### config.mk
export PLATFORM = sky130hd
export DESIGN_NAME = hex_record_text_parser_core
export DESIGN_NICKNAME = d
export VERILOG_FILES = /design/src/rtl/hrtp_pkg.sv /design/src/rtl/hex_record_text_parser_core.sv /design/src/rtl/hrtp_parse.sv
export SDC_FILE = /design/constraint.sdc
export NUM_CORES = 1
export LEC_CHECK = 0
export ABC_CLOCK_PERIOD_IN_PS = 8500
export BUFFER_PORTS_ARGS = -buffer_cell sky130_fd_sc_hd__buf_4
export CAP_MARGIN = 10
export CORE_MARGIN = 3
export CORE_UTILIZATION = 40
export CTS_BUF_LIST = sky130_fd_sc_hd__clkbuf_8
export DETAILED_ROUTE_END_ITERATION = 6
export GPL_ROUTABILITY_DRIVEN = 0
export SYNTH_ARGS = -nofsm -noshare
export SYNTH_HDL_FRONTEND = slang
export SYNTH_HIERARCHICAL = 1
export SYNTH_SLANG_ARGS = --single-unit
export TNS_END_PERCENT = 30
### constraint.sdc
create_clock -name i_clk -period 8.5 [get_ports i_clk]
set_clock_uncertainty 0.2 [all_clocks]
set_input_delay 0.425 -clock i_clk [delete_from_list [all_inputs] [get_ports i_clk]]
set_output_delay 0.425 -clock i_clk [all_outputs]
set_load 0.02 [all_outputs]
### src/rtl/hrtp_pkg.sv
// Shared types and constants of the hex record text parser.
// Holds field widths, result kinds and the result struct; no dependencies.
`timescale 1ns / 1ps
`default_nettype none

package hrtp_pkg;

    // address and count widths of the parser
    localparam int ADDR_BITS  = 32;
    localparam int COUNT_BITS = 16;
    localparam int SIZE_BITS  = ADDR_BITS + 1;
    localparam int CHAR_BITS  = 8;
    localparam int KIND_BITS  = 3;

    // output tdata: address, data byte, image size, padded to whole bytes
    localparam int OUT_PAYLOAD_W = ADDR_BITS + CHAR_BITS + SIZE_BITS;
    localparam int OUT_TDATA_W   = ((OUT_PAYLOAD_W + 7) / 8) * 8;

    // result kinds
    localparam logic [KIND_BITS-1:0] K_WRITE    = 3'd0;
    localparam logic [KIND_BITS-1:0] K_DONE     = 3'd1;
    localparam logic [KIND_BITS-1:0] K_BADHEX   = 3'd2;
    localparam logic [KIND_BITS-1:0] K_EMPTY    = 3'd3;
    localparam logic [KIND_BITS-1:0] K_OVERFLOW = 3'd4;

    // one result from the parser to the output register
    typedef struct packed {
        logic                  valid;
        logic [KIND_BITS-1:0]  kind;
        logic [ADDR_BITS-1:0]  address;
        logic [CHAR_BITS-1:0]  data;
        logic [SIZE_BITS-1:0]  size;
    } t_result;

endpackage

`default_nettype wire

### src/rtl/hex_record_text_parser_core.sv
// Top level of the hex record text parser: stream ports, input and result registers.
// Depends on hrtp_pkg and hrtp_parse.
//
// Use: the update text enters on the s_axis side one character per request,
// s_axis_tdata[7:0] holding the character; s_axis_tlast marks the end-of-text
// request, whose character is ignored. Results leave on the m_axis side:
// m_axis_tuser carries the kind (byte write, image done, bad hex, empty image,
// count overflow) and m_axis_tdata the address, data byte and image size.
// A character passes through the input register and then, when the parser steps,
// into the result register; the step waits while the result register is full and
// m_axis_tready is low. Throughput: one character per clock, set by the parser step,
// while the result register is empty or m_axis_tready is high. A character that
// yields no result is still consumed at that rate.
// Reset (synchronous, i_rst_n low) empties both registers and returns the
// parser to line start with an empty image. When the receiver holds
// m_axis_tready low, the result register holds and the input register fills;
// s_axis_tready then drops until the result is taken. After a bad hex or count
// overflow report the parser ignores text until the next end-of-text request.
`timescale 1ns / 1ps
`default_nettype none

module hex_record_text_parser_core (
    input  wire logic                               i_clk,
    input  wire logic                               i_rst_n,
    input  wire logic                               s_axis_tvalid,
    output logic                                    s_axis_tready,
    input  wire logic [7:0]                         s_axis_tdata,  // [7:0] text_char
    input  wire logic                               s_axis_tlast,  // end_of_text
    output logic                                    m_axis_tvalid,
    input  wire logic                               m_axis_tready,
    // [31:0] write_address, [39:32] write_data, [72:40] image_size, rest zero
    output logic [hrtp_pkg::OUT_TDATA_W-1:0]        m_axis_tdata,
    output logic [hrtp_pkg::KIND_BITS-1:0]          m_axis_tuser   // [2:0] kind
);

    logic                              r_in_valid;
    logic [hrtp_pkg::CHAR_BITS-1:0]    r_in_char;
    logic                              r_in_last;
    hrtp_pkg::t_result                 r_out;
    hrtp_pkg::t_result                 n_out;
    hrtp_pkg::t_result                 parse_res;
    logic                              out_free;
    logic                              step;

    // handshake: parser steps when the result slot is free or being emptied
    assign out_free      = !r_out.valid || m_axis_tready;
    assign step          = r_in_valid && out_free;
    assign s_axis_tready = !r_in_valid || step;

    // input register
    always_ff @(posedge i_clk) begin
        if (!i_rst_n) begin
            r_in_valid <= 1'b0;
        end else if (s_axis_tready) begin
            r_in_valid <= s_axis_tvalid;
        end
    end

    always_ff @(posedge i_clk) begin
        if (s_axis_tready && s_axis_tvalid) begin
            r_in_char <= s_axis_tdata;
            r_in_last <= s_axis_tlast;
        end
    end

    hrtp_parse u_parse (
        .i_clk    (i_clk),
        .i_rst_n  (i_rst_n),
        .i_step   (step),
        .i_char   (r_in_char),
        .i_end    (r_in_last),
        .o_result (parse_res)
    );

    // next result: only a stepped character may raise valid
    always_comb begin
        n_out       = parse_res;
        n_out.valid = step && parse_res.valid;
    end

    // result register
    always_ff @(posedge i_clk) begin
        if (!i_rst_n) begin
            r_out <= '0;
        end else if (out_free) begin
            r_out <= n_out;
        end
    end

    assign m_axis_tvalid = r_out.valid;
    assign m_axis_tuser  = r_out.kind;
    assign m_axis_tdata  = {{(hrtp_pkg::OUT_TDATA_W-hrtp_pkg::OUT_PAYLOAD_W){1'b0}},
                            r_out.size, r_out.data, r_out.address};

endmodule

`default_nettype wire

### src/rtl/hrtp_parse.sv
// Line parser state machine of the hex record text parser.
// Holds all parse state and forms at most one result per character; uses hrtp_pkg.
`timescale 1ns / 1ps
`default_nettype none

module hrtp_parse (
    input  wire logic                          i_clk,
    input  wire logic                          i_rst_n,
    input  wire logic                          i_step,
    input  wire logic [hrtp_pkg::CHAR_BITS-1:0] i_char,
    input  wire logic                          i_end,
    output hrtp_pkg::t_result                  o_result
);

    typedef enum logic [3:0] {
        PH_START,
        PH_GOT_D,
        PH_ADDR,
        PH_SCAN,
        PH_COUNT,
        PH_FIRST,
        PH_HIGH,
        PH_LOW,
        PH_SKIP,
        PH_HALT
    } t_phase;

    localparam logic [hrtp_pkg::CHAR_BITS-1:0] CH_D     = 8'h44;
    localparam logic [hrtp_pkg::CHAR_BITS-1:0] CH_COLON = 8'h3A;
    localparam logic [hrtp_pkg::CHAR_BITS-1:0] CH_PLUS  = 8'h2B;
    localparam logic [hrtp_pkg::CHAR_BITS-1:0] CH_NL    = 8'h0A;
    localparam int                             CV_W     = hrtp_pkg::COUNT_BITS + 4;
    localparam logic [hrtp_pkg::ADDR_BITS-1:0]  ADDR_ONE  = 1;
    localparam logic [hrtp_pkg::COUNT_BITS-1:0] COUNT_ONE = 1;

    t_phase                              r_phase, n_phase;
    logic [hrtp_pkg::ADDR_BITS-1:0]      r_line_address, n_line_address;
    logic [hrtp_pkg::COUNT_BITS-1:0]     r_byte_count, n_byte_count;
    logic [hrtp_pkg::COUNT_BITS-1:0]     r_bytes_left, n_bytes_left;
    logic [3:0]                          r_high_nibble, n_high_nibble;
    logic [hrtp_pkg::ADDR_BITS-1:0]      r_write_pointer, n_write_pointer;
    logic [hrtp_pkg::SIZE_BITS-1:0]      r_highest_end, n_highest_end;
    logic                                r_anything, n_anything;

    logic                                hex_ok;
    logic [3:0]                          hex_val;
    logic                                is_digit;
    logic [CV_W-1:0]                     count_next;
    logic [hrtp_pkg::SIZE_BITS-1:0]      line_end;
    logic [hrtp_pkg::ADDR_BITS-1:0]      wp_used;
    logic [hrtp_pkg::COUNT_BITS-1:0]     left_used;
    logic [hrtp_pkg::COUNT_BITS-1:0]     left_dec;

    // hex digit decode, both letter cases
    always_comb begin
        hex_ok  = 1'b1;
        hex_val = 4'd0;
        if (i_char >= 8'h30 && i_char <= 8'h39) begin
            hex_val = i_char[3:0];
        end else if ((i_char >= 8'h61 && i_char <= 8'h66) ||
                     (i_char >= 8'h41 && i_char <= 8'h46)) begin
            hex_val = i_char[3:0] + 4'd9;
        end else begin
            hex_ok = 1'b0;
        end
    end

    assign is_digit = (i_char >= 8'h30) && (i_char <= 8'h39);

    // count * 10 + digit as shift-add; top four bits flag overflow
    assign count_next = {1'b0, r_byte_count, 3'b000} + {3'b000, r_byte_count, 1'b0}
                      + {{(CV_W-4){1'b0}}, i_char[3:0]};

    assign line_end = {1'b0, r_line_address}
                    + {{(hrtp_pkg::SIZE_BITS-hrtp_pkg::COUNT_BITS){1'b0}}, r_byte_count};

    // first data character loads pointer and count before the low-digit step
    assign wp_used   = (r_phase == PH_FIRST) ? r_line_address : r_write_pointer;
    assign left_used = (r_phase == PH_FIRST) ? r_byte_count : r_bytes_left;
    assign left_dec  = (left_used != '0) ? left_used - COUNT_ONE : left_used;

    // next state and result
    always_comb begin
        n_phase         = r_phase;
        n_line_address  = r_line_address;
        n_byte_count    = r_byte_count;
        n_bytes_left    = r_bytes_left;
        n_high_nibble   = r_high_nibble;
        n_write_pointer = r_write_pointer;
        n_highest_end   = r_highest_end;
        n_anything      = r_anything;
        o_result        = '0;

        if (i_end) begin
            // end of text: report unless halted, then restart
            if (r_phase != PH_HALT) begin
                o_result.valid = 1'b1;
                if (r_anything) begin
                    o_result.kind = hrtp_pkg::K_DONE;
                    o_result.size = r_highest_end;
                end else begin
                    o_result.kind = hrtp_pkg::K_EMPTY;
                end
            end
            n_phase         = PH_START;
            n_line_address  = '0;
            n_byte_count    = '0;
            n_bytes_left    = '0;
            n_high_nibble   = '0;
            n_write_pointer = '0;
            n_highest_end   = '0;
            n_anything      = 1'b0;
        end else begin
            case (r_phase)
                PH_START: begin
                    if (i_char == CH_D) begin
                        n_phase = PH_GOT_D;
                    end else if (i_char == CH_PLUS) begin
                        n_phase = PH_SCAN;
                    end else if (i_char != CH_NL) begin
                        n_phase = PH_SKIP;
                    end
                end
                PH_GOT_D: begin
                    if (i_char == CH_COLON) begin
                        n_line_address = '0;
                        n_phase        = PH_ADDR;
                    end else if (i_char == CH_NL) begin
                        n_phase = PH_START;
                    end else begin
                        n_phase = PH_SKIP;
                    end
                end
                PH_ADDR, PH_SCAN: begin
                    // a non-hex address character is scanned like any other
                    if (r_phase == PH_ADDR && hex_ok) begin
                        n_line_address = {r_line_address[hrtp_pkg::ADDR_BITS-5:0], hex_val};
                    end else if (i_char == CH_COLON) begin
                        n_byte_count = '0;
                        n_phase      = PH_COUNT;
                    end else if (i_char == CH_NL) begin
                        n_phase = PH_START;
                    end else begin
                        n_phase = PH_SCAN;
                    end
                end
                PH_COUNT: begin
                    if (is_digit) begin
                        if (count_next[CV_W-1:hrtp_pkg::COUNT_BITS] != '0) begin
                            n_phase        = PH_HALT;
                            o_result.valid = 1'b1;
                            o_result.kind  = hrtp_pkg::K_OVERFLOW;
                        end else begin
                            n_byte_count = count_next[hrtp_pkg::COUNT_BITS-1:0];
                        end
                    end else if (i_char == CH_NL) begin
                        n_phase = PH_START;
                    end else if (r_byte_count == '0) begin
                        n_phase = PH_SKIP;
                    end else begin
                        n_phase = PH_FIRST;
                    end
                end
                PH_FIRST, PH_HIGH: begin
                    if (r_phase == PH_FIRST && i_char == CH_NL) begin
                        n_phase = PH_START;
                    end else begin
                        if (r_phase == PH_FIRST) begin
                            if (line_end > r_highest_end) begin
                                n_highest_end = line_end;
                            end
                            n_anything      = 1'b1;
                            n_bytes_left    = r_byte_count;
                            n_write_pointer = r_line_address;
                        end
                        if (!hex_ok) begin
                            n_phase        = PH_HALT;
                            o_result.valid = 1'b1;
                            o_result.kind  = hrtp_pkg::K_BADHEX;
                        end else begin
                            n_high_nibble = hex_val;
                            n_phase       = PH_LOW;
                        end
                    end
                end
                PH_LOW: begin
                    if (!hex_ok) begin
                        n_phase        = PH_HALT;
                        o_result.valid = 1'b1;
                        o_result.kind  = hrtp_pkg::K_BADHEX;
                    end else begin
                        o_result.valid  = 1'b1;
                        o_result.kind   = hrtp_pkg::K_WRITE;
                        o_result.address = wp_used;
                        o_result.data   = {r_high_nibble, hex_val};
                        n_write_pointer = wp_used + ADDR_ONE;
                        n_bytes_left    = left_dec;
                        if (left_dec == '0) begin
                            n_line_address = wp_used + ADDR_ONE;
                            n_phase        = PH_SKIP;
                        end else begin
                            n_phase = PH_HIGH;
                        end
                    end
                end
                PH_SKIP: begin
                    if (i_char == CH_NL) begin
                        n_phase = PH_START;
                    end
                end
                default: begin
                    n_phase = r_phase;
                end
            endcase
        end
    end

    // parse state registers, advanced once per processed character
    always_ff @(posedge i_clk) begin
        if (!i_rst_n) begin
            r_phase         <= PH_START;
            r_line_address  <= '0;
            r_byte_count    <= '0;
            r_bytes_left    <= '0;
            r_high_nibble   <= '0;
            r_write_pointer <= '0;
            r_highest_end   <= '0;
            r_anything      <= 1'b0;
        end else if (i_step) begin
            r_phase         <= n_phase;
            r_line_address  <= n_line_address;
            r_byte_count    <= n_byte_count;
            r_bytes_left    <= n_bytes_left;
            r_high_nibble   <= n_high_nibble;
            r_write_pointer <= n_write_pointer;
            r_highest_end   <= n_highest_end;
            r_anything      <= n_anything;
        end
    end

endmodule

`default_nettype wire

==> results of run 1 <==
==> logic make-up after synthesis <==
| kind of cell | after synthesis |
|---|---|
| other | 1 |
| XOR/XNOR | 97 |
| adder cells (fa/ha/maj) | 91 |
| buffers and inverters | 174 |
| multiplexers | 154 |
| AND/OR/NAND/NOR | 793 |
| flip-flops | 225 |
| AO/OA/AOI/OAI | 358 |
==> per-stage QoR <==
| stage | instances | cell area [um2] | power, uW | worst slack (ns) |
|---|---|---|---|---|
| 2_1_floorplan | 1899 | 15200 | 1230 | 3.44 |
| 3_3_place_gp | 2396 | 16100 | 1280 | 2.47 |
| 3_5_place_dp | 2396 | 16100 | 1280 | 2.35 |
| 4_1_cts | 2481 | 17100 | 2360 | 2.30 |
| 5_1_grt | 2481 | 17100 | 2430 | 1.67 |
| 6_report | 2481 | 17100 | 2320 | 2.26 |
==> Yosys cell counts, types with 6 or more instances <==
| library cell | count |
|---|---|
| a22o_1 | 30 |
| xnor2_1 | 57 |
| nor4_1 | 15 |
| xor2_1 | 40 |
| o2111ai_1 | 7 |
| o21bai_1 | 9 |
| nor2b_1 | 15 |
| nand2b_1 | 13 |
| clkbuf_1 | 62 |
| a21o_1 | 29 |
| mux2i_1 | 148 |
| and3_1 | 47 |
| edfxtp_1 | 9 |
| nor3_1 | 58 |
| a31oi_1 | 8 |
| mux2_2 | 6 |
| a2111oi_0 | 7 |
| buf_1 | 7 |
| or4_1 | 6 |
| o21a_1 | 7 |
| or3_1 | 15 |
| nand4_1 | 18 |
| a211oi_2 | 14 |
| o21ai_0 | 56 |
| a22oi_1 | 26 |
| inv_1 | 56 |
| nor2_1 | 184 |
| buf_4 | 17 |
| dfxtp_1 | 216 |
| buf_2 | 23 |
| o211ai_1 | 11 |
| ha_1 | 88 |
| a211oi_1 | 13 |
| or2_2 | 10 |
| and2_1 | 17 |
| a21oi_1 | 87 |
| nand3_1 | 54 |
| nand2_1 | 311 |
==> registers in the layout, indices dropped and copies added, names as in the netlist <==
signal	count
m_axis_tdata	73
u_parse/r_highest_end	33
u_parse/r_line_address	32
u_parse/r_write_pointer	32
u_parse/r_byte_count	16
u_parse/r_bytes_left	16
r_in_char	8
u_parse/r_high_nibble	4
u_parse/r_phase	4
m_axis_tuser	3
m_axis_tvalid	1
r_in_last	1
r_in_valid	1
u_parse/r_anything	1
==> worst max-delay path, cell delays in order, from the launching register on <==
cell,delay [ns]
dfxtp_1,0.41
ha_1,0.26
fa_1,0.40
a21o_1,0.20
a21oi_1,0.30
o21a_1,0.16
o21ai_0,0.18
o31a_1,0.38
a31oi_1,0.69
nor2_1,0.14
xor2_1,0.19
ha_1,0.30
nand4_1,0.12
nor4_1,0.58
nand4_1,0.17
nand3_1,0.11
a21boi_0,0.13
o2111ai_1,0.15
o2bb2ai_1,0.10
buf_4,0.24
and2_1,0.43
a22o_1,0.29
==> power by group <==
part           internal [uW]  switching [uW]
Sequential              1070            21.4
Clock                    570             492
Combinational           57.0             110
==> routing by layer <==
metal / vias up / track usage
li1: 6818 / -
met3: 107 / 0.0472
met2: 438 / 0.361
met5: - / 0
met1: 6683 / 0.269
met4: 0 / 0.0748
==> what timing repair did <==
item | CTS | global route
hold endpoints to repair | 11 | 0
hold buffers | 12 | 0
resized for setup | 0 | 0
==> final cells by class <==
class	count	area (um2)	share of cell area
Clock buffer	54	743	0.0436
Sequential cell	225	4590	0.269
Multi-Input combinational cell	1500	9840	0.577
Timing Repair Buffer	122	950	0.0557
Clock inverter	19	90.1	0.00528
Inverter	57	214	0.0125
Tap cell	504	631	0.0370
==> path summary, 6_finish.rpt <==
kind / depth (start not counted) / to / from / slack, ns
setup / recovery: 21 / u_parse/r_highest_end[23] / u_parse/r_byte_count[0] / 2.26
hold / removal: 3 / m_axis_tuser[0] / i_rst_n / 0.18
hold reg to reg: 2 / m_axis_tdata[68] / m_axis_tdata[68] / 0.25
setup reg to reg: 21 / u_parse/r_highest_end[23] / u_parse/r_byte_count[0] / 2.26
==> flow_summary.yaml, run 1 <==
run_status:
  status: "completed"
logic_synthesis:
  ys_types: 80
  syn_area_um2: 15200
  yosysTopAreaCell: "dfxtp_1"
  synth_fa_ha_area_frac: 0.0765
  synth_simple_gate_area_share: 0.244
  synth_warnings: 6
  async_flop_share: 0
  synth_xor_area_frac: 0.0560
  ys.flop_type: "dfxtp_1"
  synth_top_family_by_area: "simple AND/OR/NAND/NOR gates"
  netlist_top_cells_area: "dfxtp_1, mux2i_1, nand2_1, ha_1, nor2_1"
  ys_seq_area_frac: 0.303
  synth_edf_count: 9
  avgSynthCellArea_um2: 8.01
  postSynthCellCount: 1893
  synth_top_area_share: 0.285
  synth_mux_area_frac: 0.102
  ys_ff_latch: 225
  synth_compound_area_frac: 0.165
floorplanning:
  rows: 70
  start_util: 0.410
  core-area_um2: 37000
  dieArea_um2: 40300
  die_x_um: 201
  dieHeight_um: 201
  ios: 98
clock_tree:
  cts_sinks: 225
  cts_buffer_depth: 3
  clock_latency_ns: 0.63
  post_cts.repair.setup_buffers: 0
  clock_tree.root_cell: "clkbuf_8"
  cts_buffers: 44
  cts_tree: "built"
  htreeDepth: 2
  cts.clk_slew.worst_paths_ns: 0.05
route:
  wl_met1_mm: 19.2
  ant_nets: 0
  drt-initial-drc-count: 862
  routed.top_layer: "met4"
  drc: 0
  first_pass_iters: 5
  vias_per_cell: 5.66
  wirelength_mm: 44.1
  dr_wl_met2_mm: 20.7
  wl_met3_mm: 2.87
  wl_per_cell_um: 17.8
  num_vias: 14000
final_layout:
  drive_gt1_frac: 0.112
  n_antenna_cell: 0
  final_common_cell: "nand2_1"
  final_cell_mix: "nand2_1, dfxtp_1, nor2_1, mux2i_1, buf_4"
  num-fill-cells: 3741
  syn2layout_area_growth_pct: 12.5
  post-route-util: 0.462
  nets: 2054
setup_path:
  cp.arrival_ns: 6.53
  cp-start-kind: "register"
  worstSetupPathType: "reg2reg"
  required_ns: 8.80
  path_max_fanout: 20
  cp-end-kind: "register"
place:
  dp_hpwl_mm: 30.9
  port_buffers: 90
global_routing:
  grt_max_degree: 110
  grt_pass1_wl_mm: 71.7
  antenna_found_initial: 0
  grt-ovfl-total: 0
  grt_use_total: 0.214
  grt_pass1_vias: 13800
min_path:
  hold_class: "in2reg"
timing:
  fmax_ghz: 0.160
  setup_violations: 0
  post-route-period-util: 0.734
  timing.slew.headroom: 0.211
  drv_slew: 0
  fin_setup_tns_ns: 0
  worstMarginPinSlew_ns: 1.18
  holdWs_ns: 0.182
  layout_min_cycle_time_ns: 6.24
  grt_setup_unrepaired: "false"
  hold_viol: 0
run:
  cap_violations: 0
power_and_ir_drop:
  p_per_area_nw_per_um2: 136
  p_leak_uw: 0.00681
  max-vdd-ir-drop_uv: 101
Note: power is estimated with default switching activity, not from simulation.
==> run 2: changes to the inputs <==
Settings changed: ABC_CLOCK_PERIOD_IN_PS 8500 to 6200.
Clock period 8.5 ns to 6.2 ns, I/O delays scaled along.
==> flow_summary.yaml, run 2 (same netlist as run 1, synthesis figures left out) <==
route:
  wirelength_mm: 44.2
  wl_met3_mm: 2.43
  num_vias: 14000
  wl_met1_mm: 19.6
  routed.top_layer: "met4"
  drt-initial-drc-count: 994
  first_pass_iters: 5
  vias_per_cell: 5.61
  ant_nets: 0
  drc: 0
  wl_per_cell_um: 17.7
  dr_wl_met2_mm: 20.8
power_and_ir_drop:
  p_sw_uw: 827
  combinationalPowerShare: 0.074
  p_leak_uw: 0.00688
  swShare: 0.262
  power_uw: 3160
  p_per_area_nw_per_um2: 184
  pwr-share-seq: 0.475
  clkPwrFrac: 0.451
  max-vdd-ir-drop_uv: 125
  p_int_uw: 2330
setup_path:
  crit_path_top_delay_cell: "nor4_1"
  crit_chain: "ha_1 -> fa_1 -> a21o_1 -> a21oi_1 -> o21a_1 -> o21ai_0 -> o31a_1 -> a31oi_1 -> buf_4 -> nor2_1 -> xor2_1 -> ha_1 -> nand4_1 -> nor4_1 -> nand4_1 -> nand3_1 -> a21boi_0 -> o2111ai_1 -> o2bb2ai_1 -> buf_4 -> and2_1 -> a22o_1"
  cp-start-kind: "register"
  required_ns: 6.47
  cp.arrival_ns: 6.12
  worstSetupPathType: "reg2reg"
  slowest_delay_ns: 0.56
  cp-end-kind: "register"
  path_max_fanout: 20
  regToRegSetupSlack_ns: 0.35
final_layout:
  final_cell_mix: "nand2_1, dfxtp_1, nor2_1, mux2i_1, buf_4"
  drive_gt1_frac: 0.115
  largest_reg_flops: 73
  n_antenna_cell: 0
  final_cells: 2493
  nets: 2064
  final_common_cell: "nand2_1"
  syn2layout_area_growth_pct: 13.2
clock_tree:
  cts.clk_slew.worst_paths_ns: 0.06
  cts_buffers: 42
  cts_buffer_depth: 3
  post_cts.repair.setup_buffers: 0
  cts_tree: "built"
  htreeDepth: 2
  clock_tree.root_cell: "clkbuf_8"
  clock_latency_ns: 0.60
  cts_sinks: 225
floorplanning:
  rows: 70
  dieHeight_um: 201
  ios: 98
  core-area_um2: 37000
  die_x_um: 201
  dieArea_um2: 40300
  start_util: 0.410
place:
  dp_hpwl_mm: 31.3
  dp_cells: 2407
  port_buffers: 90
  pre_cts_ws_ns: 0.459
timing:
  worstMarginPinSlew_ns: 1.18
  hold_viol: 0
  fin_setup_tns_ns: 0
  layout_min_cycle_time_ns: 5.85
  setup_violations: 0
  post-route-period-util: 0.944
  drv_slew: 0
  fmax_ghz: 0.171
  fin_ws_ns: 0.348
  grt_setup_unrepaired: "false"
  holdWs_ns: 0.237
  timing.slew.headroom: 0.213
global_routing:
  antenna_found_initial: 0
  grt-ovfl-total: 0
  grt_use_total: 0.213
  grt_max_degree: 88
  grt_pass1_vias: 13600
  grt_pass1_wl_mm: 71.7
run_status:
  status: "completed"
run:
  cap_violations: 0
min_path:
  hold_class: "in2reg"
==> run 2: cell type report <==
class                      count  area (um2)
multi-input combinational   1500        9840
clock inverter                22         116
sequential                   225        4590
fill                        3704       19800
tap                          504         631
timing repair buffer         134        1070
clock buffer                  51         702
inverter                      57         214
==> run 2: power by group through the flow <==
stage,clock network [uW],logic (uW),registers [uW]
2_1_floorplan,0,173,1520
3_3_place_gp,0,220,1530
3_5_place_dp,0,223,1530
4_1_cts,1480,231,1500
5_1_grt,1540,255,1500
6_report,1420,232,1500
==> run 2: worst paths after layout <==
check / from / end / depth (start not counted)
max: u_parse/r_byte_count[0] / u_parse/r_highest_end[31] / 22
min: s_axis_tdata[1] / r_in_char[1] / 2
max reg2reg: u_parse/r_byte_count[0] / u_parse/r_highest_end[31] / 22
min reg2reg: m_axis_tdata[64] / m_axis_tdata[64] / 2
==> run 2: critical path: cells and delay by family, from the launching register on <==
family / cells / cell delay, ns
buffers and inverters: 2 / 0.42
xor gates and xnor gates: 1 / 0.16
and+or+nand+nor: 6 / 1.51
AOI/OAI and AO/OA: 10 / 2.05
DFF: 1 / 0.41
adders and majority gates: 3 / 0.98
==> run 2: per-layer routing <==
metal,vias up,global-route usage
met1,6645,0.277
li1,6846,-
met3,99,0.0373
met4,0,0.0783
met5,-,0
met2,404,0.357
==> run 2: timing repair <==
action                                 CTS  global route
hold buffers                            13             0
resized for setup                        0             1
setup endpoints to repair                0            13
endpoints found under the hold margin   42             0
==> run 2: metrics by stage <==
step,util,area [um2]
finish,0.464,17200
global route,0.464,17200
CTS,0.464,17200
detailed placement,0.439,16200
global placement,0.439,16200
floorplan,-,15200
